`config.mk`:
```
export PLATFORM = sky130hd
export DESIGN_NAME = usvg_sin
export DESIGN_NICKNAME = d
export VERILOG_FILES = /design/src/rtl/usvg_pkg.sv /design/src/rtl/usvg_sin.sv
export SDC_FILE = /design/constraint.sdc
export NUM_CORES = 2
export LEC_CHECK = 0
export ABC_AREA = 1
export BUFFER_PORTS_ARGS = -buffer_cell sky130_fd_sc_hd__clkbuf_2
export CAP_MARGIN = 20
export CORE_ASPECT_RATIO = 0.8
export CORE_MARGIN = 5
export CORE_UTILIZATION = 24
export DETAILED_ROUTE_END_ITERATION = 8
export GPL_ROUTABILITY_DRIVEN = 0
export PLACE_DENSITY_LB_ADDON = 0.15
export SETUP_SLACK_MARGIN = 0.05
export SYNTH_ARGS = -nofsm -noshare
export SYNTH_HDL_FRONTEND = slang
export SYNTH_SLANG_ARGS = --single-unit
```
`constraint.sdc`:
```
create_clock -name clk -period 8.8 [get_ports clk]
set_input_delay 0.88 -clock clk [delete_from_list [all_inputs] [get_ports clk]]
set_output_delay 0.88 -clock clk [all_outputs]
set_load 0.02 [all_outputs]
```
`src/rtl/usvg_pkg.sv`:
```
`timescale 1ns / 1ps

package usvg_pkg;

    // Configuration register indexes
    localparam logic [1:0] CFG_RADIUS = 2'd0;
    localparam logic [1:0] CFG_SEGS   = 2'd1;
    localparam logic [1:0] CFG_RINGS  = 2'd2;

    // Reset values of the configuration registers
    localparam logic [15:0] RADIUS_RST = 16'd256;
    localparam logic [10:0] SEGS_RST   = 11'd16;
    localparam logic [10:0] RINGS_RST  = 11'd8;

    // Parameter defaults
    localparam int MAX_GRID_DEF   = 1024;
    localparam int ANGLE_BITS_DEF = 16;

    // Divisor width (segment_count / ring_count - 1)
    localparam int DIV_W = 11;

    // Sine polynomial coefficients, Q1.30
    localparam logic [30:0] POLY_A = 31'd1686629713;
    localparam logic [29:0] POLY_B = 30'd688904866;
    localparam logic [26:0] POLY_C = 27'd76016977;

    // Pipeline depth of the sine unit
    localparam int SIN_LAT = 6;

endpackage

```
`src/rtl/usvg_sin.sv`:
```
`timescale 1ns / 1ps

// Sine of a phase, Q1.15 result, SIN_LAT register stages.
module usvg_sin #(
    parameter int ANGLE_BITS = 16
) (
    input  logic                  clk,
    input  logic [ANGLE_BITS-1:0] phase,
    output logic signed [15:0]    sin_val
);

    localparam int QB = ANGLE_BITS - 2;
    localparam int ZB = ANGLE_BITS - 1;
    localparam logic [ZB-1:0] QUARTER = ZB'(1) << QB;

    logic [1:0]    quad;
    logic [QB-1:0] rest;
    logic [ZB-1:0] zf;

    assign quad = phase[ANGLE_BITS-1:ANGLE_BITS-2];
    assign rest = phase[QB-1:0];
    assign zf   = quad[0] ? (QUARTER - {1'b0, rest}) : {1'b0, rest};

    // stage 1: folded angle in Q1.30
    logic [30:0] z1_reg;
    logic        neg1_reg;

    always_ff @(posedge clk)
    begin
        z1_reg   <= {zf, {(32 - ANGLE_BITS){1'b0}}};
        neg1_reg <= quad[1];
    end

    // stage 2: z^2
    logic [61:0] p2;
    logic [30:0] zz2_reg, z2_reg;
    logic        neg2_reg;

    assign p2 = z1_reg * z1_reg;

    always_ff @(posedge clk)
    begin
        zz2_reg  <= p2[60:30];
        z2_reg   <= z1_reg;
        neg2_reg <= neg1_reg;
    end

    // stage 3: C * z^2
    logic [57:0] p3;
    logic [26:0] t3_reg;
    logic [30:0] zz3_reg, z3_reg;
    logic        neg3_reg;

    assign p3 = usvg_pkg::POLY_C * zz2_reg;

    always_ff @(posedge clk)
    begin
        t3_reg   <= p3[56:30];
        zz3_reg  <= zz2_reg;
        z3_reg   <= z2_reg;
        neg3_reg <= neg2_reg;
    end

    // stage 4: z^2 * (B - C z^2)
    logic [29:0] b4;
    logic [60:0] p4;
    logic [29:0] t4_reg;
    logic [30:0] z4_reg;
    logic        neg4_reg;

    assign b4 = usvg_pkg::POLY_B - 30'(t3_reg);
    assign p4 = zz3_reg * b4;

    always_ff @(posedge clk)
    begin
        t4_reg   <= p4[59:30];
        z4_reg   <= z3_reg;
        neg4_reg <= neg3_reg;
    end

    // stage 5: z * (A - ...)
    logic [30:0] a5;
    logic [61:0] p5;
    logic [31:0] s5_reg;
    logic        neg5_reg;

    assign a5 = usvg_pkg::POLY_A - 31'(t4_reg);
    assign p5 = z4_reg * a5;

    always_ff @(posedge clk)
    begin
        s5_reg   <= p5[61:30];
        neg5_reg <= neg4_reg;
    end

    // stage 6: round to Q1.15, saturate, sign
    logic [32:0] rnd;
    logic [17:0] v17;
    logic [15:0] mag;
    logic signed [15:0] out_reg;

    assign rnd = {1'b0, s5_reg} + 33'd16384;
    assign v17 = rnd[32:15];
    assign mag = (v17 > 18'd32767) ? 16'sd32767 : v17[15:0];

    always_ff @(posedge clk)
    begin
        out_reg <= neg5_reg ? -$signed(mag) : $signed(mag);
    end

    assign sin_val = out_reg;

endmodule

```
==> metrics.md <==
| Metric | Value |
|---|---|
| Cells after Synth | 8176 |
| First-pass GRT wire length | approximately 370 mm |
| Synthesized flop and latch total | 210 |
| Die width | 606 µm |
| Area of the die | 0.295 mm² |
| Layout cells sized above 1 | 0.0549 |
| R2r setup slk | roughly 540 ps |
| Crit path to | t4_reg[29] |
| Final cell count without fillers | between 10000 and 15000 |
| Total Neg Setup Slack | 0 ps |
| Critical Path Source | t3_reg[5] |
| Via-to-Cell Ratio | ~4.3 |
| DRC viols | 0 |
| Cts hold-fix bufs | 0 |
| Buffers on Ports | 32 |
| Adder-Cell Fraction of Synth Area | 0.583 |
| Clock Latency Late Sink | roughly 630 ps |
| Cell taking the most area after synthesis | fa_1 |
| Synth Area in Compound Gates | 0.0465 |
| Layout net count | ~11000 |
| Initial Util | 0.241 |
| CP max FO | 13 |
| Synth unique cells | 61 |
| XOR/XNOR Fraction of Synth Area | 0.0196 |
| Ys flop type | dfxtp_1 |
| R2R depth | 32 |
| WL/cell | around 20 µm |
| Initial antenna violation count | 13 |
| Dpl ws | approximately 170 ps |
| Iter 0 DRT Violations | 3743 |
| Max Cap Violations | 0 |
| Max-slew violation count | 0 |
| Post-synthesis sequential area ratio | 0.0616 |
| Clock-pin slew on the worst setup and hold paths | roughly 70 ps |
| Synthesized area | around 0.07 mm² |
| Crit share post-route | 0.939 |
| Worst Hold Class | reg2reg |
| Post-DRT Antenna Nets | 0 |
| Synthesized area per cell | 8.35 µm² |
| Fmax | between 100 and 150 MHz |
| Synth cell count leaders | inv_1, fa_1, nand2_1 |
| Synth Area in Simple Gates | 0.153 |
| RR Endpoint | t4_reg[29] |
| Req. time, crit path | 9300 ps |
| Final wirelength | between 200 and 250 mm |
| Crit Path Category | reg2reg |
| RSZ-0062 raised after global routing | yes |
| Main combinational cell family by area after synthesis | adder cells |
| Synth top area share | 0.447 |
| CP endpoint kind | flop |
| Status | finished, final reports clean |
| # rows | around 180 |
| Headroom to the max-slew limit | 0.213 |
| Gr ovfl total | 0 |
| DP Cell Count | ~12000 |
| Final min period | approximately 8300 ps |
| CTS sink cnt | between 200 and 250 |
| Filler cells | a little over 30000 |
| Final Worst Setup Slack | about 540 ps |
| Core Util, Final | 0.266 |
| Max reg flops | 30 |
| Largest net degree at the start of global routing | 31 |
| Asr flop ratio synth | 0 |
| Vias | 52347 |
| Final hold vios | 0 |
| Ranking of synthesized cells by area | fa_1, ha_1, inv_1, nand2_1, dfxtp_1 |
| Area of the core | approximately 0.28 mm² |
| Cell mode on critical path | fa_1 |
| Reg-to-Reg Start | t3_reg[5] |
| CTS max path bufs | 3 |
| Setup violations, final | 0 |
| Die H | roughly 500 µm |
| Crit-path max cell delay | 560 ps |
| Clock skew | approximately 27 ps |
| Worst-Margin Slew | ~1200 ps |
| CTS tree | yes |
| Critical Path AT | ~9000 ps |
| EDFF count, synth | 0 |
| Post-detail-place hpwl | between 200 and 250 mm |
| Slowest cell on the critical path | fa_1 |
| Vias in the first global route | between 50000 and 60000 |
| Gr usage total | 0.166 |
| Ys Warns | 0 |
| # IOs | 33 |
| Area growth, synth to finish | 10.5% |
| Post-synthesis mux area share | 0 |
| Most frequent cell after synthesis | inv_1 |
| TritonCTS buffer count | 30 |
| CTS H-tree depth | 1 |
| CP Launch Type | flop |
| Root Buffer | clkbuf_16 |
| First drt pass iteration count | 6 |
## repair_timing
item	CTS	global route
setup endpoints to repair	0	26
setup buffers	0	4
resized for setup	0	35
## critical path, delay by kind of cell, from the launching register on
family / cells / cell delay (ps)
simple gates: 13 / 2080
fa+ha+maj: 9 / 4490
flops: 1 / 410
buf+inv: 6 / 700
xor+xnor: 1 / 140
compound gates: 3 / 320
## cell usage in the layout, fill, tap and decap left out, drive strengths merged, types with 3 or more instances in the layout
| cell type | n |
|---|---|
| and3 | 3 |
| o21ai | 150 |
| xnor2 | 49 |
| diode | 5 |
| o211ai | 13 |
| o21a | 15 |
| bufinv | 5 |
| o31ai | 6 |
| nand4 | 46 |
| xor2 | 97 |
| o221ai | 4 |
| clkbuf | 70 |
| clkinv | 25 |
| nor4 | 23 |
| buf | 225 |
| fa | 1523 |
| a21oi | 249 |
| inv | 2228 |
| a21boi | 10 |
| nand3b | 4 |
| dfxtp | 210 |
| or2 | 20 |
| a21o | 28 |
| conb | 32 |
| ha | 745 |
| nor2 | 967 |
| clkinvlp | 6 |
| a221oi | 5 |
| nor3 | 45 |
| nand3 | 208 |
| o21bai | 19 |
| a211oi | 4 |
| nand2 | 1239 |
| a31oi | 40 |
## area by class of cell
type,instances,area [µm²],share of cell area
flip-flops and latches,210,4210,0.0558
diodes,5,12.5,0.000166
well taps,3805,4760,0.0631
inverters,2246,8450,0.112
clock inverters,18,262,0.00347
repair buffers,257,1940,0.0257
clock buffers,38,811,0.0108
multi-input cells,5557,55000,0.729
## per-stage QoR
step | hold WS [ps] | instance area [µm²]
after floorplan | 310 | 68400
after global placement | 310 | 74100
after detailed placement | 312 | 74200
after CTS | 309 | 75200
after global routing | 323 | 75400
final | 311 | 75400
## how the worst min path moves through the flow
stage / startpoint / end / slack (ps) / depth (start not counted)
after floorplan: neg1_reg / neg2_reg / 310 / 0
after global placement: neg3_reg / neg4_reg / 310 / 0
after detailed placement: z3_reg[29] / z4_reg[29] / 310 / 0
after CTS: z3_reg[30] / z4_reg[30] / 310 / 0
after global routing: z3_reg[30] / z4_reg[30] / 320 / 0
final: z3_reg[30] / z4_reg[30] / 310 / 0
## per-layer routing
layer  wire length (µm)  track usage  part of all wire
met2             100000        0.245              0.41
met5                 48            0           0.00020
met4               4640       0.0268             0.019
met3              17400       0.0342             0.072
met1             120000        0.251              0.50
## logic make-up after synthesis
kind of cell,Yosys count
other,2
AND/OR/NAND/NOR,2561
AO/OA/AOI/OAI,550
flip-flops,210
buffers and inverters,2439
adder cells (fa/ha/maj),2268
XOR/XNOR,146
Power is not shown: default switching activity piles up to over one toggle a cycle in this logic, so the estimate is an artifact.
