### src/rtl/usvg_pkg.sv
`timescale 1ns / 1ps

package usvg_pkg;

    // Configuration register indexes
    localparam logic [1:0] CFG_RADIUS = 2'd0;
    localparam logic [1:0] CFG_SEGS   = 2'd1;
    localparam logic [1:0] CFG_RINGS  = 2'd2;

    // Reset values of the configuration registers
    localparam logic [15:0] RADIUS_RST = 16'd256;
    localparam logic [10:0] SEGS_RST   = 11'd16;
    localparam logic [10:0] RINGS_RST  = 11'd8;

    // Parameter defaults
    localparam int MAX_GRID_DEF   = 1024;
    localparam int ANGLE_BITS_DEF = 16;

    // Divisor width (segment_count / ring_count - 1)
    localparam int DIV_W = 11;

    // Sine polynomial coefficients, Q1.30
    localparam logic [30:0] POLY_A = 31'd1686629713;
    localparam logic [29:0] POLY_B = 30'd688904866;
    localparam logic [26:0] POLY_C = 27'd76016977;

    // Pipeline depth of the sine unit
    localparam int SIN_LAT = 6;

endpackage

### src/rtl/usvg_div.sv
`timescale 1ns / 1ps

// Restoring divider, one quotient bit per stage, optional trailing delay.
module usvg_div #(
    parameter int NUM_W = 28,
    parameter int QW    = 17,
    parameter int LAT   = 17
) (
    input  logic                       clk,
    input  logic [NUM_W-1:0]           num,
    input  logic [usvg_pkg::DIV_W-1:0] den,
    output logic [QW-1:0]              quot
);

    localparam int DW  = usvg_pkg::DIV_W;
    localparam int RW  = DW + 1;
    localparam int PAD = LAT - QW;

    logic [RW-1:0] rem_reg [QW];
    logic [QW-1:0] low_reg [QW];
    logic [QW-1:0] quo_reg [QW];
    logic [DW-1:0] den_reg [QW];

    genvar s;
    generate
        for (s = 0; s < QW; s++)
        begin : g_stage
            logic [RW-1:0] rem_prev;
            logic [QW-1:0] low_prev;
            logic [QW-1:0] quo_prev;
            logic [DW-1:0] den_prev;
            logic [RW-1:0] trial;
            logic          ge;

            if (s == 0)
            begin : g_first
                assign rem_prev = RW'(num[NUM_W-1:QW]);
                assign low_prev = num[QW-1:0];
                assign quo_prev = '0;
                assign den_prev = den;
            end
            else
            begin : g_next
                assign rem_prev = rem_reg[s-1];
                assign low_prev = low_reg[s-1];
                assign quo_prev = quo_reg[s-1];
                assign den_prev = den_reg[s-1];
            end

            assign trial = {rem_prev[RW-2:0], low_prev[QW-1]};
            assign ge    = (trial >= {1'b0, den_prev});

            always_ff @(posedge clk)
            begin
                rem_reg[s] <= ge ? (trial - {1'b0, den_prev}) : trial;
                low_reg[s] <= {low_prev[QW-2:0], 1'b0};
                quo_reg[s] <= {quo_prev[QW-2:0], ge};
                den_reg[s] <= den_prev;
            end
        end

        if (PAD > 0)
        begin : g_pad
            logic [QW-1:0] pad_reg [PAD];

            always_ff @(posedge clk)
            begin
                pad_reg[0] <= quo_reg[QW-1];
                for (int i = 1; i < PAD; i++)
                begin
                    pad_reg[i] <= pad_reg[i-1];
                end
            end

            assign quot = pad_reg[PAD-1];
        end
        else
        begin : g_nopad
            assign quot = quo_reg[QW-1];
        end
    endgenerate

endmodule

### config.mk
export PLATFORM = sky130hd
export DESIGN_NAME = usvg_div
export DESIGN_NICKNAME = d
export VERILOG_FILES = /design/src/rtl/usvg_pkg.sv /design/src/rtl/usvg_div.sv
export SDC_FILE = /design/constraint.sdc
export NUM_CORES = 1
export LEC_CHECK = 0
export BUFFER_PORTS_ARGS = -buffer_cell sky130_fd_sc_hd__buf_2
export CAP_MARGIN = 20
export CORE_ASPECT_RATIO = 0.9
export CORE_MARGIN = 3
export CORE_UTILIZATION = 35
export DETAILED_ROUTE_END_ITERATION = 16
export HOLD_SLACK_MARGIN = 0.06
export SYNTH_ARGS = -nofsm -noshare
export SYNTH_HDL_FRONTEND = slang
export SYNTH_SLANG_ARGS = --single-unit
### constraint.sdc
create_clock -name clk -period 6.1 [get_ports clk]
set_input_delay 1.83 -clock clk [delete_from_list [all_inputs] [get_ports clk]]
set_output_delay 1.83 -clock clk [all_outputs]
set_load 0.1 [all_outputs]
==> impl_metrics.env, run 1 <==
export IMPL_die_area_mm2=0.0732
export IMPL_synthAdderAreaFrac_pct=10.9
export IMPL_p_total_uw=16900
export IMPL_layout_common_cells="641 x dfxtp_1, 241 x inv_1, 187 x ha_1, 141 x nor2_1, 108 x nand2_1"
export IMPL_die_x_um=285
export IMPL_start_util_pct=35.6
export IMPL_cts_htree_levels=3
export IMPL_period_needed_ns=3.38
export IMPL_synth_top_cell_by_area="dfxtp_1"
export IMPL_cts_setup_buffers=0
export IMPL_setup_viol=0
export IMPL_final_common_cell="dfxtp_1"
export IMPL_critPathMaxStageDelay_ns=0.42
export IMPL_critical_path_class="in -> reg"
export IMPL_hold_viol=0
export IMPL_ys_ff_latch=641
export IMPL_cts_tree="built"
export IMPL_insertion_delay_ns=0.59
export IMPL_yosysWarnings=0
export IMPL_ios=57
export IMPL_slew_viol_final=0
export IMPL_first_pass_iters=7
export IMPL_post_route_util_pct=40.8
export IMPL_worst_setup_path_end_kind="register"
export IMPL_grt_usage_pct=12.1
export IMPL_cellPowerDensity_mw_per_mm2=603
export IMPL_dp_hpwl_um=33000
export IMPL_critPathLaunchType="input port"
export IMPL_fp_row_count=91
export IMPL_drcViolationCount=0
export IMPL_drv_cap=0
export IMPL_ant_nets=0
export IMPL_worst_slew_pin_slew_ns=0.990
export IMPL_grt_pass1_vias=15900
export IMPL_synth_xor_area_share_pct=3.65
export IMPL_synth_cells=2249
export IMPL_port_buffers=56
export IMPL_overflow=0
export IMPL_cts_root_buf="clkbuf_16"
export IMPL_finalNetCount=2595
export IMPL_drt_iter0_markers=953
export IMPL_crit_chain="buf_2 -> inv_1 -> ha_1 -> fa_1 -> nor2b_1 -> o21ai_1 -> a311oi_1 -> nor3_2 -> buf_6 -> a21o_1 -> o22a_1"
export IMPL_synth_ff_type="dfxtp_1"
export IMPL_postCtsResizedCells=0
export IMPL_rsz0062_at_grt="no"
export IMPL_core_region_area_mm2=0.0689
export IMPL_grt_max_degree=23
export IMPL_finalSetupTns_ns=0
export IMPL_hold_class="reg -> reg"
export IMPL_period_share_pct=55.4
export IMPL_synth_mux_area_share_pct=6.55
export IMPL_synth_compound_area_share_pct=13.0
export IMPL_async_reset_ff_share_pct=0
export IMPL_clock_path_buffers=3
export IMPL_synth_seq_area_share_pct=52.4
export IMPL_path_clk_slew_ns=0.06
export IMPL_cp_arrival_ns=3.86
export IMPL_slowest_stage="fa_1"
export IMPL_path_max_fanout=20
export IMPL_synth_cell_types=68
export IMPL_wl_per_cell_um=13.4
export IMPL_vias=15600
export IMPL_syn_area_mm2=0.0245
export IMPL_synth_edf_count=0
export IMPL_place_gp_congestion=0.888
export IMPL_fin_skew_ns=0.0216
export IMPL_grt_pass1_wl_um=74700
export IMPL_grt_antenna_before_repair=0
export IMPL_relSlewSlack_pct=33.8
export IMPL_cp_required_ns=6.58
export IMPL_numCtsBuffers=67
export IMPL_cts_sinks=641
export IMPL_p_leak_uw=0.0124
export IMPL_areaGrowthSynthToFinish_pct=14.6
export IMPL_die_h_um=257
export IMPL_hold_worst_slack_ns=0.317
export IMPL_wl_um=44500
export IMPL_irDropWorstVdd_mv=0.209
export IMPL_synth_nets=2492
export IMPL_max_clock_freq_ghz=0.296
export IMPL_synth_simple_gate_area_share_pct=8.92
export IMPL_yosys_top_cells_area="dfxtp_1 52%, ha_1 9.6%, mux2_2 3.7%, inv_1 3.7%, xnor2_1 2.3%"
export IMPL_synth_top_area_share_pct=52.4
export IMPL_avgSynthCellArea_um2=10.9
export IMPL_status="finished, final reports clean"
export IMPL_num_antenna_cells=0
export IMPL_cts_hold_buf=0
export IMPL_vias_per_cell=4.69
export IMPL_drive_gt1_share_pct=12.9
export IMPL_synth_top_family_by_area="compound AO/OA/AOI/OAI gates"
[worst max-delay path, delay by kind of cell]
family | cells | cell delay [ns]
AND/OR/NAND/NOR | 2 | 0.30
AO/OA/AOI/OAI | 4 | 0.80
buffers and inverters | 3 | 0.30
adder cells (fa/ha/maj) | 2 | 0.64
[through the flow]
step                      instance area (µm²)  std cells  setup WS (ns)
after floorplan                         24500       2249           2.62
after global placement                  25700       3211           2.01
after detailed placement                25700       3211           1.95
after CTS                               28100       3331           2.60
after global routing                    28100       3333           2.66
final                                   28100       3333           2.72
[power breakdown]
part           total, µW  internal (µW)  switching (µW)
Clock               4180           2550            1630
Combinational       6860           3200            3660
Sequential          5900           5390             507
Total              16900          11100            5800
[cell families after synthesis]
group	count (synthesis)
fa+ha+maj	203
buf+inv	266
flops	641
simple gates	452
xor+xnor	102
mux	136
compound gates	449
[synth_stat cells (4+ instances only)]
master,number
dfxtp_1,641
inv_1,241
ha_1,187
nor2_1,141
nand2_1,108
o21ai_0,107
a21oi_1,86
mux2_2,81
o21a_1,71
xnor2_1,65
nor2b_1,48
nor3_1,42
xor2_1,37
mux2_4,28
nand2b_1,28
mux2i_1,26
o31a_1,22
a21o_1,20
nand3_1,18
a211oi_1,16
fa_1,16
nand4_1,16
nor4_1,16
buf_6,14
a211o_1,12
and2b_1,12
o21ai_1,12
o31ai_1,12
a31oi_1,11
a41oi_1,11
o41ai_1,11
o31a_2,10
a2111oi_4,9
o22ai_1,6
clkbuf_1,5
nand4b_1,5
nand3b_1,4
o211ai_1,4
[layer usage]
metal / global-route usage, % / vias to the layer above / wire, µm / share of wire, %
li1: - / 7961 / - / -
met1: 14.9 / 7307 / 20300 / 46
met2: 20.6 / 294 / 21100 / 47
met3: 2.75 / 86 / 2000 / 4.5
met4: 4.34 / 0 / 1150 / 2.6
met5: 0 / - / 0 / 0
[area by class of cell]
| class | count | area (µm²) |
|---|---|---|
| inverters | 241 | 905 |
| repair buffers | 59 | 307 |
| fillers | 6572 | 40800 |
| clock inverters | 24 | 297 |
| multi-input cells | 1342 | 10500 |
| well taps | 930 | 1160 |
| clock buffers | 96 | 2030 |
| flip-flops and latches | 641 | 12800 |
[path summary, 6_finish.rpt]
check / from / endpoint / slack [ns] / depth (start not counted)
min: quo_reg[8][1]$_DFF_P_ / quo_reg[9][2]$_DFF_P_ / 0.32 / 0
min reg2reg: quo_reg[8][1]$_DFF_P_ / quo_reg[9][2]$_DFF_P_ / 0.32 / 0
max: num[16] / rem_reg[0][10]$_DFF_P_ / 2.72 / 11
max reg2reg: low_reg[0][191]$_DFF_P_ / rem_reg[0][152]$_DFF_P_ / 3.18 / 9
No activity file was read; power rests on OpenSTA's default activity.
==> run 2: changes to the inputs <==
==> constraint.sdc (replaced) <==
create_clock -name clk -period 3.45 [get_ports clk]
set_input_delay 1.035 -clock clk [delete_from_list [all_inputs] [get_ports clk]]
set_output_delay 1.035 -clock clk [all_outputs]
set_load 0.1 [all_outputs]
==> run 2 against run 1 <==
Against the previous run: clock-buffer cell count decreased by 7; highest routed layer unchanged; die area is the same; final cell count increased by 0.12%.
==> impl_metrics.env, run 2 (synthesized netlist as in run 1, its figures left out) <==
export IMPL_die_h_um=257
export IMPL_met2_length_um=20800
export IMPL_drt_met1_wl_um=20900
export IMPL_core_region_area_mm2=0.0689
export IMPL_insertion_delay_ns=0.60
export IMPL_cts_tree="built"
export IMPL_finalSetupTns_ns=0
export IMPL_seqPwrFrac_pct=34.6
export IMPL_cts_sinks=641
export IMPL_worst_slew_pin_slew_ns=0.973
export IMPL_die_area_mm2=0.0732
export IMPL_cts_root_buf="clkbuf_16"
export IMPL_drv_cap=0
export IMPL_p_clk_share_pct=25.4
export IMPL_vias_per_cell=4.68
export IMPL_grt_max_degree=23
export IMPL_period_needed_ns=2.86
export IMPL_dr_max_layer_used="met4"
export IMPL_wl_um=44500
export IMPL_vias=15600
export IMPL_rsz0062_at_grt="no"
export IMPL_fillerInstances=6616
export IMPL_postCtsResizedCells=0
export IMPL_reg2regPathDepth=9
export IMPL_drive_gt1_share_pct=13.2
export IMPL_critPathMaxStageDelay_ns=0.56
export IMPL_irDropWorstVdd_mv=0.413
export IMPL_relSlewSlack_pct=34.9
export IMPL_wl_per_cell_um=13.3
export IMPL_critical_path_class="reg -> reg"
export IMPL_p_leak_uw=0.0124
export IMPL_power_switching_uw=10300
export IMPL_critPathLaunchType="register"
export IMPL_place_gp_congestion=0.860
export IMPL_crit_chain="inv_1 -> ha_1 -> fa_1 -> nand2b_1 -> a21oi_1 -> a41o_1 -> a31oi_1 -> o21ai_2 -> mux2_2"
export IMPL_period_share_pct=83.0
export IMPL_path_clk_slew_ns=0.06
export IMPL_cts_setup_buffers=0
export IMPL_path_max_fanout=12
export IMPL_cts_htree_levels=3
export IMPL_numCtsBuffers=69
export IMPL_met3_wirelength_um=1820
export IMPL_dp_cells=3212
export IMPL_fin_cells=3337
export IMPL_combPwrFrac_pct=40.0
export IMPL_first_pass_iters=5
export IMPL_grt_pass1_vias=15400
export IMPL_fp_row_count=91
export IMPL_grt_antenna_before_repair=0
export IMPL_num_antenna_cells=0
export IMPL_port_buffers=56
export IMPL_grt_pass1_wl_um=74700
export IMPL_power_switching_share_pct=34.2
export IMPL_start_util_pct=35.6
export IMPL_reg2reg_slack_ns=0.59
export IMPL_cp_arrival_ns=3.35
export IMPL_crit_cells=9
export IMPL_p_int_uw=19900
export IMPL_drt_iter0_markers=827
export IMPL_crit_family="compound AO/OA/AOI/OAI gates"
export IMPL_areaGrowthSynthToFinish_pct=15.1
export IMPL_cp_required_ns=3.94
export IMPL_worst_setup_path_end_kind="register"
export IMPL_fin_skew_ns=0.0202
export IMPL_final_common_cell="dfxtp_1"
export IMPL_finalNetCount=2597
export IMPL_max_clock_freq_ghz=0.349
export IMPL_hold_class="reg -> reg"
export IMPL_ant_nets=0
export IMPL_path_buf_inv=1
export IMPL_layout_common_cells="641 x dfxtp_1, 241 x inv_1, 187 x ha_1, 141 x nor2_1, 108 x nand2_1"
export IMPL_grt_usage_pct=12.1
export IMPL_dp_hpwl_um=33100
export IMPL_slowest_stage="o21ai_2"
export IMPL_die_x_um=285
export IMPL_hold_viol=0
export IMPL_overflow=0
export IMPL_ios=57
export IMPL_setup_viol=0
export IMPL_clock_path_buffers=3
export IMPL_post_route_util_pct=40.9
export IMPL_slew_viol_final=0
export IMPL_drcViolationCount=0
export IMPL_min_path_cells=0
export IMPL_cellPowerDensity_mw_per_mm2=1070
export IMPL_cts_hold_buf=0
export IMPL_status="finished, final reports clean"
[run 2: changes by cell type in the layout (fill, tap and decap cells not counted), sizes merged]
cell | before | now
bufinv | 5 | 8
clkbuf | 96 | 89
clkinv | 10 | 19
clkinvlp | 4 | 3
[run 2: worst reg2reg max path, delay by kind of cell (launching register included)]
| family | cells | cell delay [ns] |
|---|---|---|
| AO/OA/AOI/OAI | 4 | 1.20 |
| adder cells (fa/ha/maj) | 2 | 0.62 |
| buffers and inverters | 1 | 0.04 |
| flip-flops | 1 | 0.30 |
| multiplexers | 1 | 0.41 |
| AND/OR/NAND/NOR | 1 | 0.17 |
[run 2: layer usage]
layer	GRT usage (%)	vias to the layer above
li1	-	7952
met1	15.6	7296
met2	20.0	270
met3	2.84	84
met4	3.83	0
met5	0	-
[run 2: power groups by stage]
| stage | Clock (µW) | Sequential [µW] | Combinational, µW |
|---|---|---|---|
| after floorplan | 0 | 10900 | 9550 |
| after global placement | 0 | 10600 | 11800 |
| after detailed placement | 0 | 10600 | 12000 |
| after CTS | 7960 | 10500 | 12000 |
| after global routing | 8270 | 10700 | 13400 |
| final | 7660 | 10500 | 12100 |
[run 2: cell type report]
cell class | instances | area, µm² | area share [%]
Sequential cell | 641 | 12800 | 45.5
Multi-Input combinational cell | 1342 | 10500 | 37.4
Clock buffer | 89 | 1960 | 6.97
Tap cell | 930 | 1160 | 4.13
Inverter | 241 | 905 | 3.21
Clock inverter | 35 | 474 | 1.68
Timing Repair Buffer | 59 | 307 | 1.09
[run 2: final timing paths]
kind,startpoint,end
worst max-delay path,low_reg[0][191]$_DFF_P_,rem_reg[0][154]$_DFF_P_
worst min register to register,low_reg[0][137]$_DFF_P_,low_reg[0][154]$_DFF_P_
worst min-delay path,low_reg[0][137]$_DFF_P_,low_reg[0][154]$_DFF_P_
worst max register to register,low_reg[0][191]$_DFF_P_,rem_reg[0][154]$_DFF_P_
[run 2: per-stage QoR]
step           hold slack, ns  power, µW  area [µm²]  setup WS (ns)
2_1_floorplan           0.310      20400       24500          0.762
3_3_place_gp            0.309      22400       25700          0.141
3_5_place_dp            0.312      22600       25700         0.0367
4_1_cts                 0.311      30500       28200          0.605
5_1_grt                 0.323      32300       28200          0.382
6_report                0.319      30200       28200          0.588
